--- config.mk ---
export PLATFORM = sky130hd
export DESIGN_NAME = rgb_to_i420_converter_top
export DESIGN_NICKNAME = d
export VERILOG_FILES = /design/src/hw/rtl/rtc_pkg.sv /design/src/hw/rtl/rtc_pos.sv /design/src/hw/rtl/rtc_csc.sv /design/src/hw/rtl/rgb_to_i420_converter_top.sv
export SDC_FILE = /design/constraint.sdc
export NUM_CORES = 1
export LEC_CHECK = 0
export ABC_AREA = 1
export CAP_MARGIN = 0
export CORE_MARGIN = 3
export CORE_UTILIZATION = 40
export CTS_CLUSTER_DIAMETER = 60
export DETAILED_ROUTE_END_ITERATION = 8
export DONT_BUFFER_PORTS = 1
export GPL_TIMING_DRIVEN = 0
export PLACE_DENSITY_LB_ADDON = 0.2
export SETUP_SLACK_MARGIN = 0.15
export SYNTH_ARGS = -nofsm -noshare
export SYNTH_HDL_FRONTEND = slang
export SYNTH_HIERARCHICAL = 1
export SYNTH_SLANG_ARGS = --single-unit
--- constraint.sdc ---
create_clock -name clk -period 6.6 [get_ports clk]
set_input_delay 1.32 -clock clk [delete_from_list [all_inputs] [get_ports clk]]
set_output_delay 1.32 -clock clk [all_outputs]
set_load 0.01 [all_outputs]
--- src/hw/rtl/rtc_pkg.sv ---
// Shared constants, types and helpers for the RGB to 4:2:0 YCbCr converter.
// Used by rtc_pos, rtc_csc and rgb_to_i420_converter_top; depends on nothing.
`default_nettype none

package rtc_pkg;

	// Frame geometry
	localparam int MAX_DIMENSION = 4096;
	localparam int DIM_W         = 13;
	localparam int POS_W         = $clog2(MAX_DIMENSION);
	localparam int CMP_W         = ((POS_W > DIM_W) ? POS_W : DIM_W) + 1;

	localparam logic [DIM_W-1:0] FRAME_WIDTH_RESET  = DIM_W'(640);
	localparam logic [DIM_W-1:0] FRAME_HEIGHT_RESET = DIM_W'(480);

	// Configuration register indexes
	localparam int CFG_INDEX_W = 1;
	localparam logic [CFG_INDEX_W-1:0] REG_FRAME_WIDTH  = CFG_INDEX_W'(0);
	localparam logic [CFG_INDEX_W-1:0] REG_FRAME_HEIGHT = CFG_INDEX_W'(1);

	// Color matrix: sums are kept modulo 2^SUM_W; every true sum lands in
	// 0..65535 once the offset is added, so the wrap drops out.
	localparam int SUM_W = 17;
	localparam logic [SUM_W-1:0] KY_R  = SUM_W'(66);
	localparam logic [SUM_W-1:0] KY_G  = SUM_W'(129);
	localparam logic [SUM_W-1:0] KY_B  = SUM_W'(25);
	localparam logic [SUM_W-1:0] KCB_R = SUM_W'(38);   // subtracted
	localparam logic [SUM_W-1:0] KCB_G = SUM_W'(74);   // subtracted
	localparam logic [SUM_W-1:0] KCB_B = SUM_W'(112);
	localparam logic [SUM_W-1:0] KCR_R = SUM_W'(112);
	localparam logic [SUM_W-1:0] KCR_G = SUM_W'(94);   // subtracted
	localparam logic [SUM_W-1:0] KCR_B = SUM_W'(18);   // subtracted
	localparam logic [7:0]       LUMA_OFFSET   = 8'd16;
	localparam logic [SUM_W-1:0] CHROMA_BIAS   = SUM_W'(128 * 256);

	// Position tag that travels with each pixel
	typedef struct packed {
		logic chroma_valid;
		logic frame_last;
	} pix_tag_t;

	// Clamp a dimension register to 1..MAX_DIMENSION
	function automatic logic [DIM_W-1:0] eff_dim(input logic [DIM_W-1:0] v);
		logic [DIM_W-1:0] r;
		r = v;
		if (v == '0) begin
			r = DIM_W'(1);
		end else if (CMP_W'(v) > CMP_W'(MAX_DIMENSION)) begin
			r = DIM_W'(MAX_DIMENSION);
		end
		return r;
	endfunction

endpackage

`default_nettype wire

--- src/hw/rtl/rtc_pos.sv ---
// Frame geometry registers and raster position tracker.
// Depends on rtc_pkg; tags each accepted pixel with chroma and frame-end flags.
`default_nettype none

module rtc_pos (
	input  wire logic                             clk,
	input  wire logic                             arst_n,
	input  wire logic                             cfg_valid,
	input  wire logic [rtc_pkg::CFG_INDEX_W-1:0]  cfg_index,
	input  wire logic [rtc_pkg::DIM_W-1:0]        cfg_data,
	input  wire logic                             advance,
	output rtc_pkg::pix_tag_t                     tag
);

	logic [rtc_pkg::DIM_W-1:0] frame_width_q;
	logic [rtc_pkg::DIM_W-1:0] frame_height_q;
	logic [rtc_pkg::POS_W-1:0] column_q;
	logic [rtc_pkg::POS_W-1:0] row_q;
	logic                      row_odd_q;
	logic                      index_odd_q;

	logic [rtc_pkg::DIM_W-1:0] w_eff;
	logic [rtc_pkg::DIM_W-1:0] h_eff;
	logic                      row_end;
	logic                      last;

	assign w_eff = rtc_pkg::eff_dim(frame_width_q);
	assign h_eff = rtc_pkg::eff_dim(frame_height_q);

	// A position at or past the last column/row closes the row/frame
	assign row_end = (rtc_pkg::CMP_W'(column_q) + rtc_pkg::CMP_W'(1))
		>= rtc_pkg::CMP_W'(w_eff);
	assign last = row_end && ((rtc_pkg::CMP_W'(row_q) + rtc_pkg::CMP_W'(1))
		>= rtc_pkg::CMP_W'(h_eff));

	assign tag.chroma_valid = !row_odd_q && !index_odd_q;
	assign tag.frame_last   = last;

	always_ff @(posedge clk or negedge arst_n) begin
		if (!arst_n) begin
			frame_width_q  <= rtc_pkg::FRAME_WIDTH_RESET;
			frame_height_q <= rtc_pkg::FRAME_HEIGHT_RESET;
		end else if (cfg_valid) begin
			unique case (cfg_index)
				rtc_pkg::REG_FRAME_WIDTH:  frame_width_q  <= cfg_data;
				rtc_pkg::REG_FRAME_HEIGHT: frame_height_q <= cfg_data;
				default: ;
			endcase
		end
	end

	always_ff @(posedge clk or negedge arst_n) begin
		if (!arst_n) begin
			column_q    <= '0;
			row_q       <= '0;
			row_odd_q   <= 1'b0;
			index_odd_q <= 1'b0;
		end else if (advance) begin
			if (last) begin
				column_q    <= '0;
				row_q       <= '0;
				row_odd_q   <= 1'b0;
				index_odd_q <= 1'b0;
			end else begin
				index_odd_q <= !index_odd_q;
				if (row_end) begin
					column_q  <= '0;
					row_q     <= row_q + rtc_pkg::POS_W'(1);
					row_odd_q <= !row_odd_q;
				end else begin
					column_q <= column_q + rtc_pkg::POS_W'(1);
				end
			end
		end
	end

endmodule

`default_nettype wire

--- src/hw/rtl/rtc_csc.sv ---
// BT.601 studio-range color matrix: Y, Cb and Cr from one RGB pixel.
// Depends on rtc_pkg for coefficients and sum width; purely combinational.
`default_nettype none

module rtc_csc (
	input  wire logic [7:0] red,
	input  wire logic [7:0] green,
	input  wire logic [7:0] blue,
	input  wire logic       chroma_en,
	output logic      [7:0] luma,
	output logic      [7:0] chroma_blue,
	output logic      [7:0] chroma_red
);

	logic [rtc_pkg::SUM_W-1:0] rx;
	logic [rtc_pkg::SUM_W-1:0] gx;
	logic [rtc_pkg::SUM_W-1:0] bx;
	logic [rtc_pkg::SUM_W-1:0] y_sum;
	logic [rtc_pkg::SUM_W-1:0] cb_sum;
	logic [rtc_pkg::SUM_W-1:0] cr_sum;

	assign rx = rtc_pkg::SUM_W'(red);
	assign gx = rtc_pkg::SUM_W'(green);
	assign bx = rtc_pkg::SUM_W'(blue);

	assign y_sum  = rtc_pkg::KY_R * rx + rtc_pkg::KY_G * gx + rtc_pkg::KY_B * bx;
	// Bias of 128 << 8 keeps the chroma sums non-negative
	assign cb_sum = rtc_pkg::CHROMA_BIAS + rtc_pkg::KCB_B * bx
		- rtc_pkg::KCB_R * rx - rtc_pkg::KCB_G * gx;
	assign cr_sum = rtc_pkg::CHROMA_BIAS + rtc_pkg::KCR_R * rx
		- rtc_pkg::KCR_G * gx - rtc_pkg::KCR_B * bx;

	assign luma        = y_sum[15:8] + rtc_pkg::LUMA_OFFSET;
	assign chroma_blue = chroma_en ? cb_sum[15:8] : 8'd0;
	assign chroma_red  = chroma_en ? cr_sum[15:8] : 8'd0;

endmodule

`default_nettype wire

--- src/hw/rtl/rgb_to_i420_converter_top.sv ---
// Top level of the RGB to 4:2:0 YCbCr converter.
// Depends on rtc_pkg, rtc_pos and rtc_csc.
`default_nettype none

// Converts one RGB pixel per clock, in raster order, to BT.601 studio-range
// luma, plus Cb/Cr on pixels in even rows at even linear index (chroma_valid
// high; chroma fields read 0 otherwise), and flags the last pixel of the frame.
// Each pixel passes an input register and a result register. The result
// register loads from the input register when the output side is free, so
// back-pressure can hold a pixel in the input register. One pixel per cycle is
// sustained while the output side takes results. Frame size comes from the
// frame_width (index 0) and frame_height (index 1) registers, each clamped to
// 1..4096. Write them only while no pixel is in flight. A write in the middle
// of a frame keeps the raster position, and a position at or past the new
// last column or row ends that row or frame.
module rgb_to_i420_converter_top (
	input  wire logic                            clk,
	input  wire logic                            arst_n,
	input  wire logic                            cfg_valid,
	output logic                                 cfg_ready,
	input  wire logic [rtc_pkg::CFG_INDEX_W-1:0] cfg_index,
	input  wire logic [rtc_pkg::DIM_W-1:0]       cfg_data,
	input  wire logic                            in_valid,
	output logic                                 in_ready,
	input  wire logic [7:0]                      red,
	input  wire logic [7:0]                      green,
	input  wire logic [7:0]                      blue,
	output logic                                 out_valid,
	input  wire logic                            out_ready,
	output logic      [7:0]                      luma,
	output logic                                 chroma_valid,
	output logic      [7:0]                      chroma_blue,
	output logic      [7:0]                      chroma_red,
	output logic                                 frame_last
);

	rtc_pkg::pix_tag_t tag;
	rtc_pkg::pix_tag_t tag_s1;
	logic              valid_s1;
	logic [7:0]        red_s1;
	logic [7:0]        green_s1;
	logic [7:0]        blue_s1;

	logic              out_valid_q;
	logic [7:0]        luma_q;
	logic              chroma_valid_q;
	logic [7:0]        chroma_blue_q;
	logic [7:0]        chroma_red_q;
	logic              frame_last_q;

	logic              adv_out;
	logic              accept;
	logic [7:0]        luma_c;
	logic [7:0]        cb_c;
	logic [7:0]        cr_c;

	assign cfg_ready = 1'b1;
	assign adv_out   = !out_valid_q || out_ready;
	assign in_ready  = !valid_s1 || adv_out;
	assign accept    = in_valid && in_ready;

	rtc_pos u_pos (
		.clk       (clk),
		.arst_n    (arst_n),
		.cfg_valid (cfg_valid),
		.cfg_index (cfg_index),
		.cfg_data  (cfg_data),
		.advance   (accept),
		.tag       (tag)
	);

	rtc_csc u_csc (
		.red         (red_s1),
		.green       (green_s1),
		.blue        (blue_s1),
		.chroma_en   (tag_s1.chroma_valid),
		.luma        (luma_c),
		.chroma_blue (cb_c),
		.chroma_red  (cr_c)
	);

	// Input stage
	always_ff @(posedge clk or negedge arst_n) begin
		if (!arst_n) begin
			valid_s1 <= 1'b0;
		end else if (in_ready) begin
			valid_s1 <= in_valid;
		end
	end

	always_ff @(posedge clk) begin
		if (accept) begin
			red_s1   <= red;
			green_s1 <= green;
			blue_s1  <= blue;
			tag_s1   <= tag;
		end
	end

	// Result stage
	always_ff @(posedge clk or negedge arst_n) begin
		if (!arst_n) begin
			out_valid_q <= 1'b0;
		end else if (adv_out) begin
			out_valid_q <= valid_s1;
		end
	end

	always_ff @(posedge clk) begin
		if (adv_out && valid_s1) begin
			luma_q         <= luma_c;
			chroma_valid_q <= tag_s1.chroma_valid;
			chroma_blue_q  <= cb_c;
			chroma_red_q   <= cr_c;
			frame_last_q   <= tag_s1.frame_last;
		end
	end

	assign out_valid    = out_valid_q;
	assign luma         = luma_q;
	assign chroma_valid = chroma_valid_q;
	assign chroma_blue  = chroma_blue_q;
	assign chroma_red   = chroma_red_q;
	assign frame_last   = frame_last_q;

endmodule

`default_nettype wire

* Word-level counts from Yosys, hierarchy flattened
Index checks and enable logic that the tools add are counted. Widths: inputs -> output; s select.
Word-level totals: flip-flop bits (word level) 106, output and inout bits 29, word-level logic and storage cells 72
Cells by class: $add $sub $neg 13, $mul 9, magnitude comparators 4, multiplexer cells 11, bitwise logic cells 1, reductions and logical operators 16
Operator list (number):
- $sub 16x16->16 | 4
- $mux 13 | 4
- $mux 12 | 4
- $mul 6x8->14 const A | 3
- $add 16x16->16 | 2
- $add 16x16->16 const A | 2
- $ge 14x13->1 | 2
- $add 12x1->13 const B | 2
- $gt 13x13->1 const B | 2
- $logic_not 13->1 | 2
- $mul 5x8->13 const A | 2
- $add 12x1->12 const B | 2
- $mul 3x8->11 const A | 2
- $mul 8x8->16 const A | 1
- $mul 4x8->12 const A | 1
- $add 8x5->8 const B | 1
- $reduce_and 2->1 | 3
- $logic_and 1x1->1 | 4
- $logic_not 1->1 | 4
- $mux 1 | 3
- $logic_or 1x1->1 | 2
- $reduce_bool 2->1 | 1
- $not 1->1 | 1

* Logic depth before layout (Yosys ltp)
word-level depth 7, depth in mapped cells 25

* Hierarchy
The synthesis kept the hierarchy.
By module, submodules not included:
- rtc_csc | instances 1, cells each 1032, area an instance 7459.7 um2, sequential area each 0.0 um2
- rtc_pos | instances 1, cells each 435, area an instance 3340.7 um2, sequential area each 1308.8 um2
- rgb_to_i420_converter_top | instances 1, cells each 66, area an instance 1667.8 um2, sequential area each 1611.5 um2

* Worst setup path before layout
Ideal clock, no wire load.
path type register -> register, start point register green_s1[7], end point register chroma_red_q[6], in the netlist chroma_red[6], data pin, arrival time 4.736 ns, required time 6.345 ns, path slack 1.610 ns, stages on the path, launching flop included 25, buffers on the path 0, period minus slack after synthesis 4.990 ns, path through edfxtp_1 inv_1 fa_1 inv_1 fa_1 inv_1 fa_1 inv_1 ha_1 nand2_1 o21ai_0 a21oi_1 nor2_1 nor2_1 xnor2_1 fa_1 inv_1 ha_1 inv_1 nor3_1 inv_1 nor3_1 nand2_1 a21oi_1 nor2_1
Between the ends: word-level cells in the longest chain between the ends 3
Ends and longest elaborated chain:
- start, declared | RTL line rgb_to_i420_converter_top.sv:41 | logic [7:0] green_s1;
- start signal, assigned | RTL line rgb_to_i420_converter_top.sv:94 | green_s1 <= green;
- $mul 6x8->14 | RTL line rtc_csc.sv:31 | - rtc_pkg::KCR_G * gx - rtc_pkg::KCR_B * bx;
- $sub 16x16->16 (2 in a row) | RTL line rtc_csc.sv:31
- end signal, assigned | RTL line rgb_to_i420_converter_top.sv:114 | chroma_red_q <= cr_c;
- end, declared | RTL line rgb_to_i420_converter_top.sv:48 | logic [7:0] chroma_red_q;
Every way passes these cells. A chain may end at the register's enable or synchronous reset.

* Worst setup path after layout
start point register green_s1[4], end point register chroma_red_q[5], in the netlist chroma_red[5], data pin
Same word-level chain as after synthesis.

==> impl_metrics.tcl <==
set metrics [dict create \
    status "finished clean" \
    holdPathStages 0 \
    clockRootBuffer "clkbuf_16" \
    setup_slack_ns 0.8728 \
    critPathKind "reg -> reg" \
    crit_path_start "green_s1[4]$_DFFE_PP_" \
    cts_tree "yes" \
    core_area_um2 30670 \
    first_pass_iters 5 \
    rr_startpoint "green_s1[4]$_DFFE_PP_" \
    startpoint_type "register" \
    hp-start "tag_s1[0]$_DFFE_PP_" \
    grt-ovfl-total 0 \
    htree_num_levels 3 \
    syn_avg_cell_area_um2 8.133 \
    cp_num_buf_inv 4 \
    grt_pass1_vias 9453 \
    path_delay_family "adder cells" \
    cts_resized 0 \
    fmaxAchievable_mhz 174.6 \
    cts_buffers 9 \
    final.period_utilization_pct 86.78 \
    slew_headroom_pct 46.43 \
    final_hold_viol_count 0 \
    grt_pass1_wl_mm 48.42 \
    r2r_end "chroma_red[5]$_DFFE_PP_" \
    die_h_um 182.6 \
    switchingPower_mw 3.206 \
    skew_ns 0.01419 \
    worstMarginPinSlew_ns 0.8035 \
    grt_use_total_pct 18.25 \
    grt_start_max_net_pins 55 \
    drt_wl_total_mm 29.09 \
    post-route-util_pct 43.51 \
    r2r_slack_ns 0.87 \
    drc 0 \
    viasPerCell 4.890 \
    drt-initial-drc-count 492 \
    die-area_um2 33320 \
    synth_edf_count 52 \
    portBuffers 0 \
    synth_nets 1871 \
    max_cap_viol_count 0 \
    io_pins 72 \
    tns_ns 0 \
    synth_area_um2 12470 \
    ant_nets 0 \
    clkTransAtPathRegs_ns 0.08 \
    std_cell_rows 64 \
    leakagePower_nw 7.127 \
    hold_end "frame_last$_DFFE_PP_" \
    syn_to_final_growth_pct 7.015 \
    dp_hpwl_mm 23.67 \
    slew_viol_final 0 \
    nNetsFinal 1884 \
    via_count 9531 \
    die_w_um 182.6 \
    yosysTopAreaCellShare_pct 20.87 \
    synth.top_cells.by_area "ha_1 21%, fa_1 14%, edfxtp_1 13%" \
    finalCriticalPeriod_ns 5.727 \
    worst_setup_path_end_kind "register" \
    post_cts_buffers 0 \
    setup_viol 0 \
    synth_seq_area_share_pct 23.42 \
    min_path_type "reg -> reg" \
    clkLatencyLatePin_ns 0.38 \
    dp.cells 1930 \
    synth_seq_cells 106 \
    synth_cell_type_count 42 \
    final_common_cell "nand2_1" \
    total_power_mw 6.081 \
    power.density_nw_per_um2 455.7 \
    layout_common_cells "333 x nand2_1, 330 x inv_1, 208 x ha_1" \
    wl_per_cell_um 14.93 \
    final_cells 1949 \
    synthFlopType "edfxtp_1" \
    power.internal_mw 2.875 \
    worst_path_largest_cell_delay_ns 0.62 \
    synthArstFlopShare_pct 50.94 \
    crit_required_ns 6.73 \
    synthesis.instances 1533 \
    ys_warn_count 6 \
    rsz0062_at_grt "no" \
    rr_worst_depth 23 \
    numClockSinks 106 \
    cp.arrival_ns 5.86 \
    layout-drive-gt1-share_pct 3.740 \
    cts_hold_buf 0 \
    pre_cts_slack_ns 0.8868 \
    nFillCells 3084 \
    path_cells "inv_1 > fa_1 > fa_1 > fa_1 > inv_1 > ha_1 > a21oi_1 > o21ai_0 > a21oi_1 > nor2_1 > nor2_1 > xnor2_1 > fa_1 > inv_1 > ha_1 > inv_1 > o21bai_1 > a21oi_1 > o21ai_0 > a21oi_1 > nand2_1 > nand2_1 > nor2_1" \
    antenna_found_initial 11 \
    cp_max_fo 6 \
    swShare_pct 52.72 \
    combPwrFrac_pct 71.7 \
    cts_buffer_depth 2 \
    gp_congestion 0.8751 \
    start_util_pct 40.65 \
    power_frac_seq_pct 18.4 \
    power.share.clock_pct 9.8 \
    crit_slowest_cell "edfxtp_1" \
    synth_top_cell_by_area "ha_1" \
    peakVddDrop_v 0.0003397 \
]
kinds of logic (layout without fill, tap and decap cells):
kind of cell / count (synthesis) / in the layout / synth area share [%]
AOI/OAI and AO/OA: 167 / 167 / 7.416
xor gates and xnor gates: 68 / 68 / 4.777
adders and majority gates: 295 / 295 / 34.84
buffers and inverters: 348 / 366 / 10.78
DFF: 106 / 106 / 23.42
other: 1 / 3 / 0.03008
and+or+nand+nor: 548 / 548 / 18.74
sequential cells by signal, indices dropped and copies added, names as in the netlist, 2 cells and up:
signal and flops:
blue_s1 8, chroma_red 8, luma 8, tag_s1 2, u_pos/frame_height_q 13, green_s1 8, chroma_blue 8, red_s1 8
u_pos/column_q 12, u_pos/row_q 12, u_pos/frame_width_q 13
how the worst max path moves through the flow:
stage / cells after the start / slack [ns] / to
4_1_cts: 18 / 0.88 / chroma_red[3]$_DFFE_PP_
2_1_floorplan: 24 / 1.61 / chroma_red[6]$_DFFE_PP_
6_report: 23 / 0.87 / chroma_red[5]$_DFFE_PP_
3_5_place_dp: 18 / 0.89 / chroma_red[3]$_DFFE_PP_
5_1_grt: 22 / 0.56 / chroma_red[6]$_DFFE_PP_
3_3_place_gp: 18 / 0.90 / chroma_red[3]$_DFFE_PP_
cell usage after synthesis (all sizes together), types with 2 or more instances:
library cell / n
clkbuf: 6
nand3b: 4
nor4: 8
a21o: 7
o211ai: 3
o21bai: 10
edfxtp: 52
nand3: 50
inv: 331
buf: 9
nor3: 17
dfstp: 6
fa: 87
a21oi: 82
a21boi: 2
a31oi: 3
xnor2: 24
nand2: 340
clkinv: 2
nand4: 28
o21ai: 58
nor2: 98
dfrtp: 48
ha: 208
xor2: 44
final cells by class:
| type | count | area [um^2] | share of cell area (%) |
|---|---|---|---|
| Timing Repair Buffer | 2 | 47.55 | 0.3563 |
| Antenna cell | 2 | 5.005 | 0.03751 |
| Clock inverter | 6 | 65.06 | 0.4876 |
| Buffer | 15 | 93.84 | 0.7033 |
| Sequential cell | 106 | 2920 | 21.89 |
| Inverter | 333 | 1250 | 9.368 |
| Clock buffer | 10 | 250.2 | 1.875 |
| Multi-Input combinational cell | 1079 | 8215 | 61.57 |
| Tap cell | 396 | 495.5 | 3.713 |
worst register-to-register path: cells and delay by family (launching register included):
kind | cells | cell delay (ns)
buf+inv | 4 | 0.44
flops | 1 | 0.62
xor+xnor | 1 | 0.10
compound gates | 7 | 1.14
fa+ha+maj | 6 | 2.84
simple gates | 5 | 0.35
per-layer routing:
layer  GRT usage, %  vias to the layer above  wire length, um
met1          23.87                     4423            13620
met5              0                        -              128
met2          31.02                      157            13740
met3          4.046                       34             1184
li1               -                     4899                -
met4          3.931                       18              412
stage by stage:
step,hold WS [ns],cell area [um^2]
2_1_floorplan,0.4003,12470
3_3_place_gp,0.4072,12960
3_5_place_dp,0.4158,13000
4_1_cts,0.4287,13310
5_1_grt,0.4495,13340
6_report,0.4273,13340
power groups by stage:
| stage | Combinational [mW] | Sequential (mW) | Clock [mW] |
|---|---|---|---|
| after detailed placement | 4.36 | 1.14 | 0 |
| final | 4.36 | 1.12 | 0.598 |
| after CTS | 4.39 | 1.13 | 0.622 |
| after global placement | 4.32 | 1.14 | 0 |
| after floorplan | 3.43 | 1.08 | 0 |
| after global routing | 5.13 | 1.14 | 0.642 |
(Power assumes the default switching activity.)
